--- src/rtl/aes_pkg.sv ---
// ----------------------------------------------------------------------------
// aes_pkg
// Shared types, constants and byte functions for the AES-256 cipher unit.
// ----------------------------------------------------------------------------
package aes_pkg;

	localparam int NumKeyRegs = 4;
	localparam int NumWords   = 60;
	localparam int NumRounds  = 14;

	localparam logic [1:0] KeyReg0 = 2'd0;
	localparam logic [1:0] KeyReg1 = 2'd1;
	localparam logic [1:0] KeyReg2 = 2'd2;
	localparam logic [1:0] KeyReg3 = 2'd3;

	localparam logic OpEncrypt = 1'b0;
	localparam logic OpDecrypt = 1'b1;

	typedef enum logic [2:0] {
		ST_IDLE,
		ST_EXPAND,
		ST_INIT,
		ST_ROUND,
		ST_DONE
	} ctl_state_t;

	// controller to datapath
	typedef struct packed {
		logic       capture;     // take block and operation from the ports
		logic       load_key;    // load words 0..7 from key registers
		logic       expand_step; // compute one schedule word
		logic       load_block;  // initial key add on the captured block
		logic       round_step;  // run one round
		logic       last_round;  // final round has no mix
		logic [3:0] rnd;         // round index for key fetch
	} dp_cmd_t;

	// datapath to controller
	typedef struct packed {
		logic expand_done;
	} dp_stat_t;

	function automatic logic [7:0] sbox_fwd(input logic [7:0] v);
		logic [7:0] t [256];
		t = '{
		8'h63,8'h7c,8'h77,8'h7b,8'hf2,8'h6b,8'h6f,8'hc5,8'h30,8'h01,8'h67,8'h2b,8'hfe,8'hd7,8'hab,8'h76,
		8'hca,8'h82,8'hc9,8'h7d,8'hfa,8'h59,8'h47,8'hf0,8'had,8'hd4,8'ha2,8'haf,8'h9c,8'ha4,8'h72,8'hc0,
		8'hb7,8'hfd,8'h93,8'h26,8'h36,8'h3f,8'hf7,8'hcc,8'h34,8'ha5,8'he5,8'hf1,8'h71,8'hd8,8'h31,8'h15,
		8'h04,8'hc7,8'h23,8'hc3,8'h18,8'h96,8'h05,8'h9a,8'h07,8'h12,8'h80,8'he2,8'heb,8'h27,8'hb2,8'h75,
		8'h09,8'h83,8'h2c,8'h1a,8'h1b,8'h6e,8'h5a,8'ha0,8'h52,8'h3b,8'hd6,8'hb3,8'h29,8'he3,8'h2f,8'h84,
		8'h53,8'hd1,8'h00,8'hed,8'h20,8'hfc,8'hb1,8'h5b,8'h6a,8'hcb,8'hbe,8'h39,8'h4a,8'h4c,8'h58,8'hcf,
		8'hd0,8'hef,8'haa,8'hfb,8'h43,8'h4d,8'h33,8'h85,8'h45,8'hf9,8'h02,8'h7f,8'h50,8'h3c,8'h9f,8'ha8,
		8'h51,8'ha3,8'h40,8'h8f,8'h92,8'h9d,8'h38,8'hf5,8'hbc,8'hb6,8'hda,8'h21,8'h10,8'hff,8'hf3,8'hd2,
		8'hcd,8'h0c,8'h13,8'hec,8'h5f,8'h97,8'h44,8'h17,8'hc4,8'ha7,8'h7e,8'h3d,8'h64,8'h5d,8'h19,8'h73,
		8'h60,8'h81,8'h4f,8'hdc,8'h22,8'h2a,8'h90,8'h88,8'h46,8'hee,8'hb8,8'h14,8'hde,8'h5e,8'h0b,8'hdb,
		8'he0,8'h32,8'h3a,8'h0a,8'h49,8'h06,8'h24,8'h5c,8'hc2,8'hd3,8'hac,8'h62,8'h91,8'h95,8'he4,8'h79,
		8'he7,8'hc8,8'h37,8'h6d,8'h8d,8'hd5,8'h4e,8'ha9,8'h6c,8'h56,8'hf4,8'hea,8'h65,8'h7a,8'hae,8'h08,
		8'hba,8'h78,8'h25,8'h2e,8'h1c,8'ha6,8'hb4,8'hc6,8'he8,8'hdd,8'h74,8'h1f,8'h4b,8'hbd,8'h8b,8'h8a,
		8'h70,8'h3e,8'hb5,8'h66,8'h48,8'h03,8'hf6,8'h0e,8'h61,8'h35,8'h57,8'hb9,8'h86,8'hc1,8'h1d,8'h9e,
		8'he1,8'hf8,8'h98,8'h11,8'h69,8'hd9,8'h8e,8'h94,8'h9b,8'h1e,8'h87,8'he9,8'hce,8'h55,8'h28,8'hdf,
		8'h8c,8'ha1,8'h89,8'h0d,8'hbf,8'he6,8'h42,8'h68,8'h41,8'h99,8'h2d,8'h0f,8'hb0,8'h54,8'hbb,8'h16};
		return t[v];
	endfunction

	function automatic logic [7:0] sbox_inv(input logic [7:0] v);
		logic [7:0] t [256];
		t = '{
		8'h52,8'h09,8'h6a,8'hd5,8'h30,8'h36,8'ha5,8'h38,8'hbf,8'h40,8'ha3,8'h9e,8'h81,8'hf3,8'hd7,8'hfb,
		8'h7c,8'he3,8'h39,8'h82,8'h9b,8'h2f,8'hff,8'h87,8'h34,8'h8e,8'h43,8'h44,8'hc4,8'hde,8'he9,8'hcb,
		8'h54,8'h7b,8'h94,8'h32,8'ha6,8'hc2,8'h23,8'h3d,8'hee,8'h4c,8'h95,8'h0b,8'h42,8'hfa,8'hc3,8'h4e,
		8'h08,8'h2e,8'ha1,8'h66,8'h28,8'hd9,8'h24,8'hb2,8'h76,8'h5b,8'ha2,8'h49,8'h6d,8'h8b,8'hd1,8'h25,
		8'h72,8'hf8,8'hf6,8'h64,8'h86,8'h68,8'h98,8'h16,8'hd4,8'ha4,8'h5c,8'hcc,8'h5d,8'h65,8'hb6,8'h92,
		8'h6c,8'h70,8'h48,8'h50,8'hfd,8'hed,8'hb9,8'hda,8'h5e,8'h15,8'h46,8'h57,8'ha7,8'h8d,8'h9d,8'h84,
		8'h90,8'hd8,8'hab,8'h00,8'h8c,8'hbc,8'hd3,8'h0a,8'hf7,8'he4,8'h58,8'h05,8'hb8,8'hb3,8'h45,8'h06,
		8'hd0,8'h2c,8'h1e,8'h8f,8'hca,8'h3f,8'h0f,8'h02,8'hc1,8'haf,8'hbd,8'h03,8'h01,8'h13,8'h8a,8'h6b,
		8'h3a,8'h91,8'h11,8'h41,8'h4f,8'h67,8'hdc,8'hea,8'h97,8'hf2,8'hcf,8'hce,8'hf0,8'hb4,8'he6,8'h73,
		8'h96,8'hac,8'h74,8'h22,8'he7,8'had,8'h35,8'h85,8'he2,8'hf9,8'h37,8'he8,8'h1c,8'h75,8'hdf,8'h6e,
		8'h47,8'hf1,8'h1a,8'h71,8'h1d,8'h29,8'hc5,8'h89,8'h6f,8'hb7,8'h62,8'h0e,8'haa,8'h18,8'hbe,8'h1b,
		8'hfc,8'h56,8'h3e,8'h4b,8'hc6,8'hd2,8'h79,8'h20,8'h9a,8'hdb,8'hc0,8'hfe,8'h78,8'hcd,8'h5a,8'hf4,
		8'h1f,8'hdd,8'ha8,8'h33,8'h88,8'h07,8'hc7,8'h31,8'hb1,8'h12,8'h10,8'h59,8'h27,8'h80,8'hec,8'h5f,
		8'h60,8'h51,8'h7f,8'ha9,8'h19,8'hb5,8'h4a,8'h0d,8'h2d,8'he5,8'h7a,8'h9f,8'h93,8'hc9,8'h9c,8'hef,
		8'ha0,8'he0,8'h3b,8'h4d,8'hae,8'h2a,8'hf5,8'hb0,8'hc8,8'heb,8'hbb,8'h3c,8'h83,8'h53,8'h99,8'h61,
		8'h17,8'h2b,8'h04,8'h7e,8'hba,8'h77,8'hd6,8'h26,8'he1,8'h69,8'h14,8'h63,8'h55,8'h21,8'h0c,8'h7d};
		return t[v];
	endfunction

	function automatic logic [7:0] xtime(input logic [7:0] a);
		return {a[6:0], 1'b0} ^ (a[7] ? 8'h1b : 8'h00);
	endfunction

	function automatic logic [31:0] mix_col(input logic [31:0] c);
		logic [7:0] a0, a1, a2, a3;
		a0 = c[31:24]; a1 = c[23:16]; a2 = c[15:8]; a3 = c[7:0];
		return {xtime(a0) ^ xtime(a1) ^ a1 ^ a2 ^ a3,
			a0 ^ xtime(a1) ^ xtime(a2) ^ a2 ^ a3,
			a0 ^ a1 ^ xtime(a2) ^ xtime(a3) ^ a3,
			xtime(a0) ^ a0 ^ a1 ^ a2 ^ xtime(a3)};
	endfunction

	// inverse mix as a pre-step {4,5} times 4 followed by the forward mix
	function automatic logic [31:0] inv_mix_col(input logic [31:0] c);
		logic [7:0] a0, a1, a2, a3, u, v;
		a0 = c[31:24]; a1 = c[23:16]; a2 = c[15:8]; a3 = c[7:0];
		u = xtime(xtime(a0 ^ a2));
		v = xtime(xtime(a1 ^ a3));
		return mix_col({a0 ^ u, a1 ^ v, a2 ^ u, a3 ^ v});
	endfunction

	function automatic logic [31:0] sub_word(input logic [31:0] w);
		return {sbox_fwd(w[31:24]), sbox_fwd(w[23:16]), sbox_fwd(w[15:8]), sbox_fwd(w[7:0])};
	endfunction

endpackage

--- src/rtl/aes_ctl.sv ---
// ----------------------------------------------------------------------------
// aes_ctl
// Controller: key expansion on demand, then initial add and 14 rounds.
// ----------------------------------------------------------------------------
module aes_ctl (
	input  logic              clk,
	input  logic              arst_n,
	input  logic              start,
	input  logic              operation,
	input  logic              key_written,
	input  aes_pkg::dp_stat_t stat,
	output aes_pkg::dp_cmd_t  cmd,
	output logic              busy,
	output logic              done
);
	import aes_pkg::*;

	ctl_state_t state_q, state_d;
	logic       expanded_q;
	logic       dec_q;
	logic [3:0] cnt_q, cnt_d;   // rounds done
	logic       load_key;

	always_ff @(posedge clk or negedge arst_n) begin
		if (!arst_n) begin
			state_q    <= ST_IDLE;
			expanded_q <= 1'b0;
			dec_q      <= 1'b0;
			cnt_q      <= '0;
		end else begin
			state_q <= state_d;
			cnt_q   <= cnt_d;
			if (state_q == ST_IDLE && start) begin
				dec_q <= operation;
			end
			if (key_written) begin
				expanded_q <= 1'b0;
			end else if (state_q == ST_EXPAND && state_d == ST_INIT) begin
				expanded_q <= 1'b1;
			end
		end
	end

	always_comb begin
		state_d  = state_q;
		cnt_d    = cnt_q;
		cmd      = '0;
		busy     = (state_q != ST_IDLE);
		done     = 1'b0;
		load_key = 1'b0;
		case (state_q)
			ST_IDLE: begin
				cnt_d       = '0;
				cmd.capture = start;
				if (start) begin
					if (expanded_q) begin
						state_d = ST_INIT;
					end else begin
						load_key = 1'b1;
						state_d  = ST_EXPAND;
					end
				end
				// fetch initial key row early
				cmd.rnd = operation ? 4'(NumRounds) : 4'd0;
			end
			ST_EXPAND: begin
				cmd.expand_step = 1'b1;
				if (stat.expand_done) begin
					state_d = ST_INIT;
				end
				cmd.rnd = dec_q ? 4'(NumRounds) : 4'd0;
			end
			ST_INIT: begin
				cmd.load_block = 1'b1;
				cmd.rnd = dec_q ? 4'(NumRounds - 1) : 4'd1;
				state_d = ST_ROUND;
			end
			ST_ROUND: begin
				cmd.round_step = 1'b1;
				cmd.last_round = (cnt_q == 4'(NumRounds - 1));
				cnt_d = cnt_q + 4'd1;
				cmd.rnd = dec_q ? 4'(NumRounds - 2) - cnt_q : cnt_q + 4'd2;
				if (cmd.last_round) begin
					state_d = ST_DONE;
				end
			end
			ST_DONE: begin
				done    = 1'b1;
				state_d = ST_IDLE;
			end
			default: state_d = ST_IDLE;
		endcase
		cmd.load_key = load_key;
	end
endmodule

--- config.mk ---
export PLATFORM = sky130hd
export DESIGN_NAME = aes_ctl
export DESIGN_NICKNAME = d
export VERILOG_FILES = /design/src/rtl/aes_pkg.sv /design/src/rtl/aes_ctl.sv
export SDC_FILE = /design/constraint.sdc
export NUM_CORES = 1
export LEC_CHECK = 0
export BUFFER_PORTS_ARGS = -buffer_cell sky130_fd_sc_hd__buf_2
export CORE_MARGIN = 2
export CORE_UTILIZATION = 40
export DETAILED_ROUTE_END_ITERATION = 6
export GPL_TIMING_DRIVEN = 0
export SLEW_MARGIN = 20
export SYNTH_ARGS = -nofsm -noshare
export SYNTH_HDL_FRONTEND = slang
export SYNTH_SLANG_ARGS = --single-unit
--- constraint.sdc ---
create_clock -name clk -period 1.5 [get_ports clk]
set_clock_uncertainty 0.1 [all_clocks]
set_input_delay 0.15 -clock clk [delete_from_list [all_inputs] [get_ports clk]]
set_output_delay 0.15 -clock clk [all_outputs]
set_load 0.03 [all_outputs]
==> metrics.yaml, run 1 <==
min_path:
  hold_path_class: "in -> reg"
finish:
  area_delta_synth_final_pct: 70.4
  antennaDiodeCount: 0
  nNetsFinal: 141
  layout-drive-gt1-share_pct: 57.4
  fin_area_um2: 1310
  finalNonFillerCells: 154
global_route:
  grtUsageTotal_pct: 21.6
  grt_overflow_total: 0
  grt_pass1_vias: 746
  grt_max_degree: 11
  antenna_found_initial: 0
  grt_pass1_wl_mm: 3.35
die:
  rows: 15
  core_um2: 1760
  pin_count: 18
  die_h_um: 47.9
  die-area_um2: 2290
  die_x_um: 47.9
  start_util_pct: 43.6
placed_design:
  gp_congestion: 0.741
  place_inst: 125
  dpl_cell_area_um2: 905
  dpl.hpwl_mm: 1.27
  port_buffers: 17
synth:
  yosys-top-cells-area: "dfrtp_1 29%, ha_1 8.1%, a21oi_1 5.2%"
  yosys.area_share.simple_pct: 22.6
  netlist-cell-type-count: 40
  synth_most_common_cell: "dfrtp_1"
  synth_xor_area_share_pct: 1.14
  synth_top_area_share_pct: 29.3
  synth_commonest_cells: "9 x dfrtp_1, 8 x a21oi_1, 8 x inv_1"
  synth-async-reset-ratio_pct: 100
  ys_warn_count: 0
  synth_top_family_by_area: "simple AND/OR/NAND/NOR gates"
  synth_edf_count: 0
  synth_cells: 83
  ys_ff_latch: 9
  syn_area_um2: 769
  seq_area_frac_synth_pct: 29.3
  synth_nets: 94
  synth-compound-area-share_pct: 21.1
  synth_fa_ha_area_share_pct: 8.13
  syn_area_per_cell_um2: 9.27
  synth.largest_area_cell: "dfrtp_1"
  muxShareOfSynthArea_pct: 7.32
  synthFlopType: "dfrtp_1"
setup_path:
  critPathKind: "reg -> out"
  critical_path_peak_fanout: 7
  crit_arrival_ps: 1630
  critPathRequiredTime_ps: 1250
  worstSetupStartpointType: "flip-flop"
  cp-end-kind: "output port"
timing:
  drv_slew: 0
  hold_viol: 0
  rsz0062_at_grt: "true"
  setup_violations: 13
  min_period_ps: 1880
  max_freq_mhz: 531
  period_share_pct: 125
  slew-limit-headroom_pct: 83.9
  setup_ws_ps: -382
  worst_slew_pin_slew_ps: 242
route:
  first_iter_violations: 18
  drcViolationCount: 0
  routed_via_density: 5.24
  routedWlPerCell_um: 15.2
  wl_mm: 2.34
  vias: 807
  dr.pass1.iters: 4
  antenna_left: 0
power_and_ir_drop:
  swShare_pct: 46.2
  power_density_nw_per_um2: 2320
  ir_drop_uv: 1280
  internal_power_mw: 1.64
  p_leak_nw: 0.638
  pwr-share-clk_pct: 6.8
  comb_power_share_pct: 77.8
  power.switching_mw: 1.41
  p_seq_share_pct: 15.4
outcome:
  violations: "setup timing"
  status: "finished, violations left"
clocking:
  path_clk_slew_ps: 70
  cts_tree: "built"
  cts.path.max_buffers: 2
  cts_sinks: 9
  clkLatencyLatePin_ps: 270
  htree_levels: 1
  ctsRootBufferMaster: "clkbuf_4"
  cts_made_buffers: 3
flow_run:
  maxCapViolations: 0
-- critical path, stage by stage (launching register included) --
cell and delay (ps):
dfrtp_2 440, ha_1 220, nor2_1 70, a2111o_1 390
o221ai_2 80, buf_6 160
-- kinds of logic after synthesis --
kind of cell	Yosys count
adders and majority gates	5
DFF	9
AOI/OAI and AO/OA	25
xor gates and xnor gates	1
buffers and inverters	14
and+or+nand+nor	24
muxes	5
-- stage by stage --
step                      total power, mW  setup WS [ps]  hold WS, ps  setup TNS (ps)  utilization, %
after floorplan                      1.68          -47.2         -246           -50.3               -
after global placement               1.98           -176        -75.1            -396            51.3
after detailed placement             2.01           -188        -73.6            -403            51.3
after CTS                            2.76           -355         46.5           -1360            67.2
after global routing                 3.24           -459         45.1           -3170            74.3
final                                3.04           -382         41.8           -2310            74.3
-- final timing paths --
path                            start          to  slack, ps  depth (start not counted)
hold / removal                   stat  expanded_q         40                          3
setup reg to reg           state_q[0]       dec_q       -100                          5
setup / recovery             cnt_q[2]      cmd[3]       -380                          5
min in group asynchronous      arst_n    cnt_q[3]        160                          2
hold reg to reg            expanded_q  expanded_q        500                          2
max in group asynchronous      arst_n  state_q[0]        920                          2
-- power by group through the flow --
stage / Combinational, mW / Clock, mW / Sequential (mW)
2_1_floorplan: 1.24 / 0 / 0.438
3_3_place_gp: 1.51 / 0 / 0.472
3_5_place_dp: 1.53 / 0 / 0.473
4_1_cts: 2.10 / 0.201 / 0.462
5_1_grt: 2.54 / 0.217 / 0.483
6_report: 2.37 / 0.207 / 0.469
-- final cells by class --
| class | count | area (um^2) |
|---|---|---|
| well taps | 25 | 31.3 |
| repair buffers | 43 | 379 |
| multi-input cells | 60 | 562 |
| clock buffers | 4 | 26.3 |
| flip-flops and latches | 9 | 229 |
| inverters | 9 | 38.8 |
| plain buffers | 4 | 45.0 |
| fillers | 139 | 453 |
-- metal layers --
metal  vias to the layer above  wire (um)  track usage [%]
li1                        387          -                -
met1                       387       1080             28.2
met2                        27       1130             33.6
met3                         6         96             5.66
met4                         0         29             9.19
met5                         -          0                0
-- state kept, by name (all words and copies together), names as in the netlist --
name / flops
cnt_q: 4
dec_q: 1
expanded_q: 1
state_q: 3
-- timing repair --
action | in CTS | in global routing
gates resized for setup | 38 | 17
pin swaps | 5 | 5
endpoints found under the setup margin | 12 | 17
hold buffers | 2 | 0
hold endpoints to repair | 10 | 0
setup buffers | 16 | 8
-- cells in the final DEF, fill, tap and decap left out, types with 2 or more instances in the layout --
master,synthesis,routed
a21oi_1,8,5
a21oi_4,0,2
a22o_1,2,2
buf_2,1,5
buf_4,1,18
buf_6,3,21
clkbuf_4,0,4
dfrtp_1,9,6
dfrtp_2,0,3
dlygate4sd3_1,0,2
ha_1,5,4
inv_1,8,5
inv_2,1,3
mux2_4,1,2
mux2i_1,3,3
nand3_1,2,2
nor2_1,7,6
nor2_4,1,2
o21ai_0,3,3
o22ai_1,4,2
o22ai_2,0,2
or2b_4,1,2
No activity file was read; power rests on OpenSTA's default activity.
==> run 2: changes to the inputs <==
ABC_AREA = 1   (was unset)
SKIP_LAST_GASP = 1   (was unset)
==> run 2 against run 1 <==
The run still ends with setup timing left. Power shrank 9.5%. Non-clock buffer count shrank 7. Global-route usage fell by 1.1 points. Final cell count fell by 3.9%. Routed wire length shrank 19%. Worst hold slack improved by 7.5 ps. Largest power group unchanged.
==> metrics.yaml, run 2 <==
outcome:
  status: "finished, violations left"
  violations: "setup timing"
setup_path:
  r2r-start: "cnt_q[1]"
  critPathKind: "reg -> out"
  max_stage_delay_ps: 410
  crit_start: "cnt_q[1]"
  worstSetupStartpointType: "flip-flop"
  critPathRequiredTime_ps: 1250
  reg2reg_slack_ps: -140
  worstRegToRegCells: 8
  timing.rr.end: "cnt_q[1]"
  critical_path_peak_fanout: 5
  cp-endpoint: "cmd[1]"
  cp-end-kind: "output port"
  critPathSlowestCell: "dfrtp_1"
  crit_arrival_ps: 1460
  timing.critical_path.mode_cell: "inv_2"
  cp_cell_sequence: "inv_2 > ha_4 > inv_2 > nand2_1 > o211ai_1 > nand3_1 > buf_6"
min_path:
  hold_path_class: "in -> reg"
  whs_path_depth: 3
placed_design:
  dpl.hpwl_mm: 1.12
  gp_congestion: 0.801
  port_buffers: 17
  place_inst: 122
  dpl_cell_area_um2: 771
timing:
  drv_slew: 0
  slew-limit-headroom_pct: 86.2
  rsz0062_at_grt: "true"
  hold_viol: 0
  worst_slew_pin_slew_ps: 207
  max_freq_mhz: 586
  period_share_pct: 114
  setup_ws_ps: -207
  min_period_ps: 1710
  setup_violations: 7
  holdWs_ps: 49.3
synth:
  syn_area_per_cell_um2: 7.25
  synth_most_common_cell: "nand2_1"
  synth_nets: 100
  netlist-cell-type-count: 22
  synthFlopType: "dfrtp_1"
  ys_warn_count: 0
  synth_top_area_share_pct: 34.9
  synth.largest_area_cell: "dfrtp_1"
  synth-async-reset-ratio_pct: 100
  ys_ff_latch: 9
  yosys-top-cells-area: "dfrtp_1 35%, nand2_1 13%, ha_1 9.7%"
  synth_cells: 89
  synth_edf_count: 0
  seq_area_frac_synth_pct: 34.9
  synth_commonest_cells: "22 x nand2_1, 13 x inv_1, 9 x dfrtp_1"
  syn_area_um2: 646
finish:
  final_cell_mix: "23 x buf_4, 17 x nand2_1, 10 x buf_6, 8 x nand3_1, 8 x inv_1"
  finalNonFillerCells: 148
  fillers: 121
  area_delta_synth_final_pct: 70.9
  nNetsFinal: 144
  largest_reg_flops: 4
  antennaDiodeCount: 0
  fin_area_um2: 1100
  regMostFlops: "cnt_q"
  layout-drive-gt1-share_pct: 53.8
  top_regs: "cnt_q (4), state_q (3)"
  final_common_cell: "buf_4"
global_route:
  grt_util_met1_pct: 29.9
  grt_overflow_total: 0
  grt_pass1_vias: 642
  gr-usage-met2_pct: 30.9
  grt_pass1_wl_mm: 2.92
  gr-usage-met3_pct: 1.22
  grt_max_degree: 10
  grtUsageTotal_pct: 20.5
  grt_busiest_layer: "met2"
  antenna_found_initial: 0
die:
  pin_count: 18
  die_h_um: 44.2
  start_util_pct: 42.9
  rows: 14
  die_x_um: 44.2
  die-area_um2: 1950
  core_um2: 1510
route:
  dr.pass1.iters: 4
  antenna_left: 0
  routed_via_density: 4.99
  first_iter_violations: 30
  vias: 739
  routedWlPerCell_um: 12.8
  drcViolationCount: 0
  wl_mm: 1.89
clocking:
  cts_tree: "built"
  ctsRootBufferMaster: "clkbuf_4"
  cts_made_buffers: 3
  cts_sinks: 9
  cts.path.max_buffers: 2
  htree_levels: 1
  clkLatencyLatePin_ps: 250
  path_clk_slew_ps: 60
power_and_ir_drop:
  ir_drop_uv: 1530
  power_density_nw_per_um2: 2500
  p_leak_nw: 0.566
flow_run:
  maxCapViolations: 0
run 2: area by class of cell:
class                   instances  area [um^2]  share of cell area (%)
flip-flops and latches          9          229                    20.7
repair buffers                 40          330                    29.9
clock buffers                   4         26.3                    2.38
well taps                      16         20.0                    1.81
multi-input cells              63          433                    39.2
inverters                      16         65.1                    5.90
run 2: logic make-up (layout without fill, tap and decap cells):
logic type,Yosys count,count (layout),synth area share [%]
adders and majority gates,5,5,9.69
DFF,9,9,34.9
AOI/OAI and AO/OA,13,13,10.9
buffers and inverters,17,60,10.5
xor gates and xnor gates,1,1,1.36
and+or+nand+nor,44,44,32.8
run 2: report_power, final:
| part | leakage, nW | switching [mW] | internal [mW] |
|---|---|---|---|
| Sequential | 0.106 | 0.100 | 0.345 |
| Combinational | 0.445 | 1.15 | 0.979 |
| Clock | 0.0150 | 0.0813 | 0.102 |
run 2: worst max-delay path: cells and delay by family, from the launching register on:
kind,cells,cell delay (ps)
AOI/OAI and AO/OA,1,90
buffers and inverters,3,340
adders and majority gates,1,220
DFF,1,410
and+or+nand+nor,2,140
run 2: repair_timing:
action | CTS | global route
cloned | 0 | 0
pin swaps | 8 | 6
setup buffers | 18 | 3
setup endpoints to repair | 9 | 15
hold buffers | 2 | 0
resized for setup | 29 | 20
hold endpoints to repair | 10 | 0
run 2: per-stage QoR:
stage          power, mW  setup slack (ps)  util, %  TNS [ps]
5_1_grt             2.94              -300     73.3     -1620
4_1_cts             2.50              -205     68.4      -851
3_3_place_gp        1.71              -112     51.2      -172
2_1_floorplan       1.42             -46.9        -     -46.9
3_5_place_dp        1.73              -114     51.2      -201
6_report            2.76              -207     73.3     -1010
run 2: worst min path at each step:
stage          startpoint  endpoint  slack, ps
2_1_floorplan      arst_n  cnt_q[0]       -250
3_3_place_gp       arst_n  cnt_q[0]        -90
3_5_place_dp       arst_n  cnt_q[0]        -90
4_1_cts         operation     dec_q         40
5_1_grt         operation     dec_q         40
6_report        operation     dec_q         50
run 2: metal layers:
layer / wire (um) / up-vias
met5: 0 / -
met4: 12 / 0
met3: 77 / 2
met2: 919 / 22
met1: 882 / 343
li1: - / 372
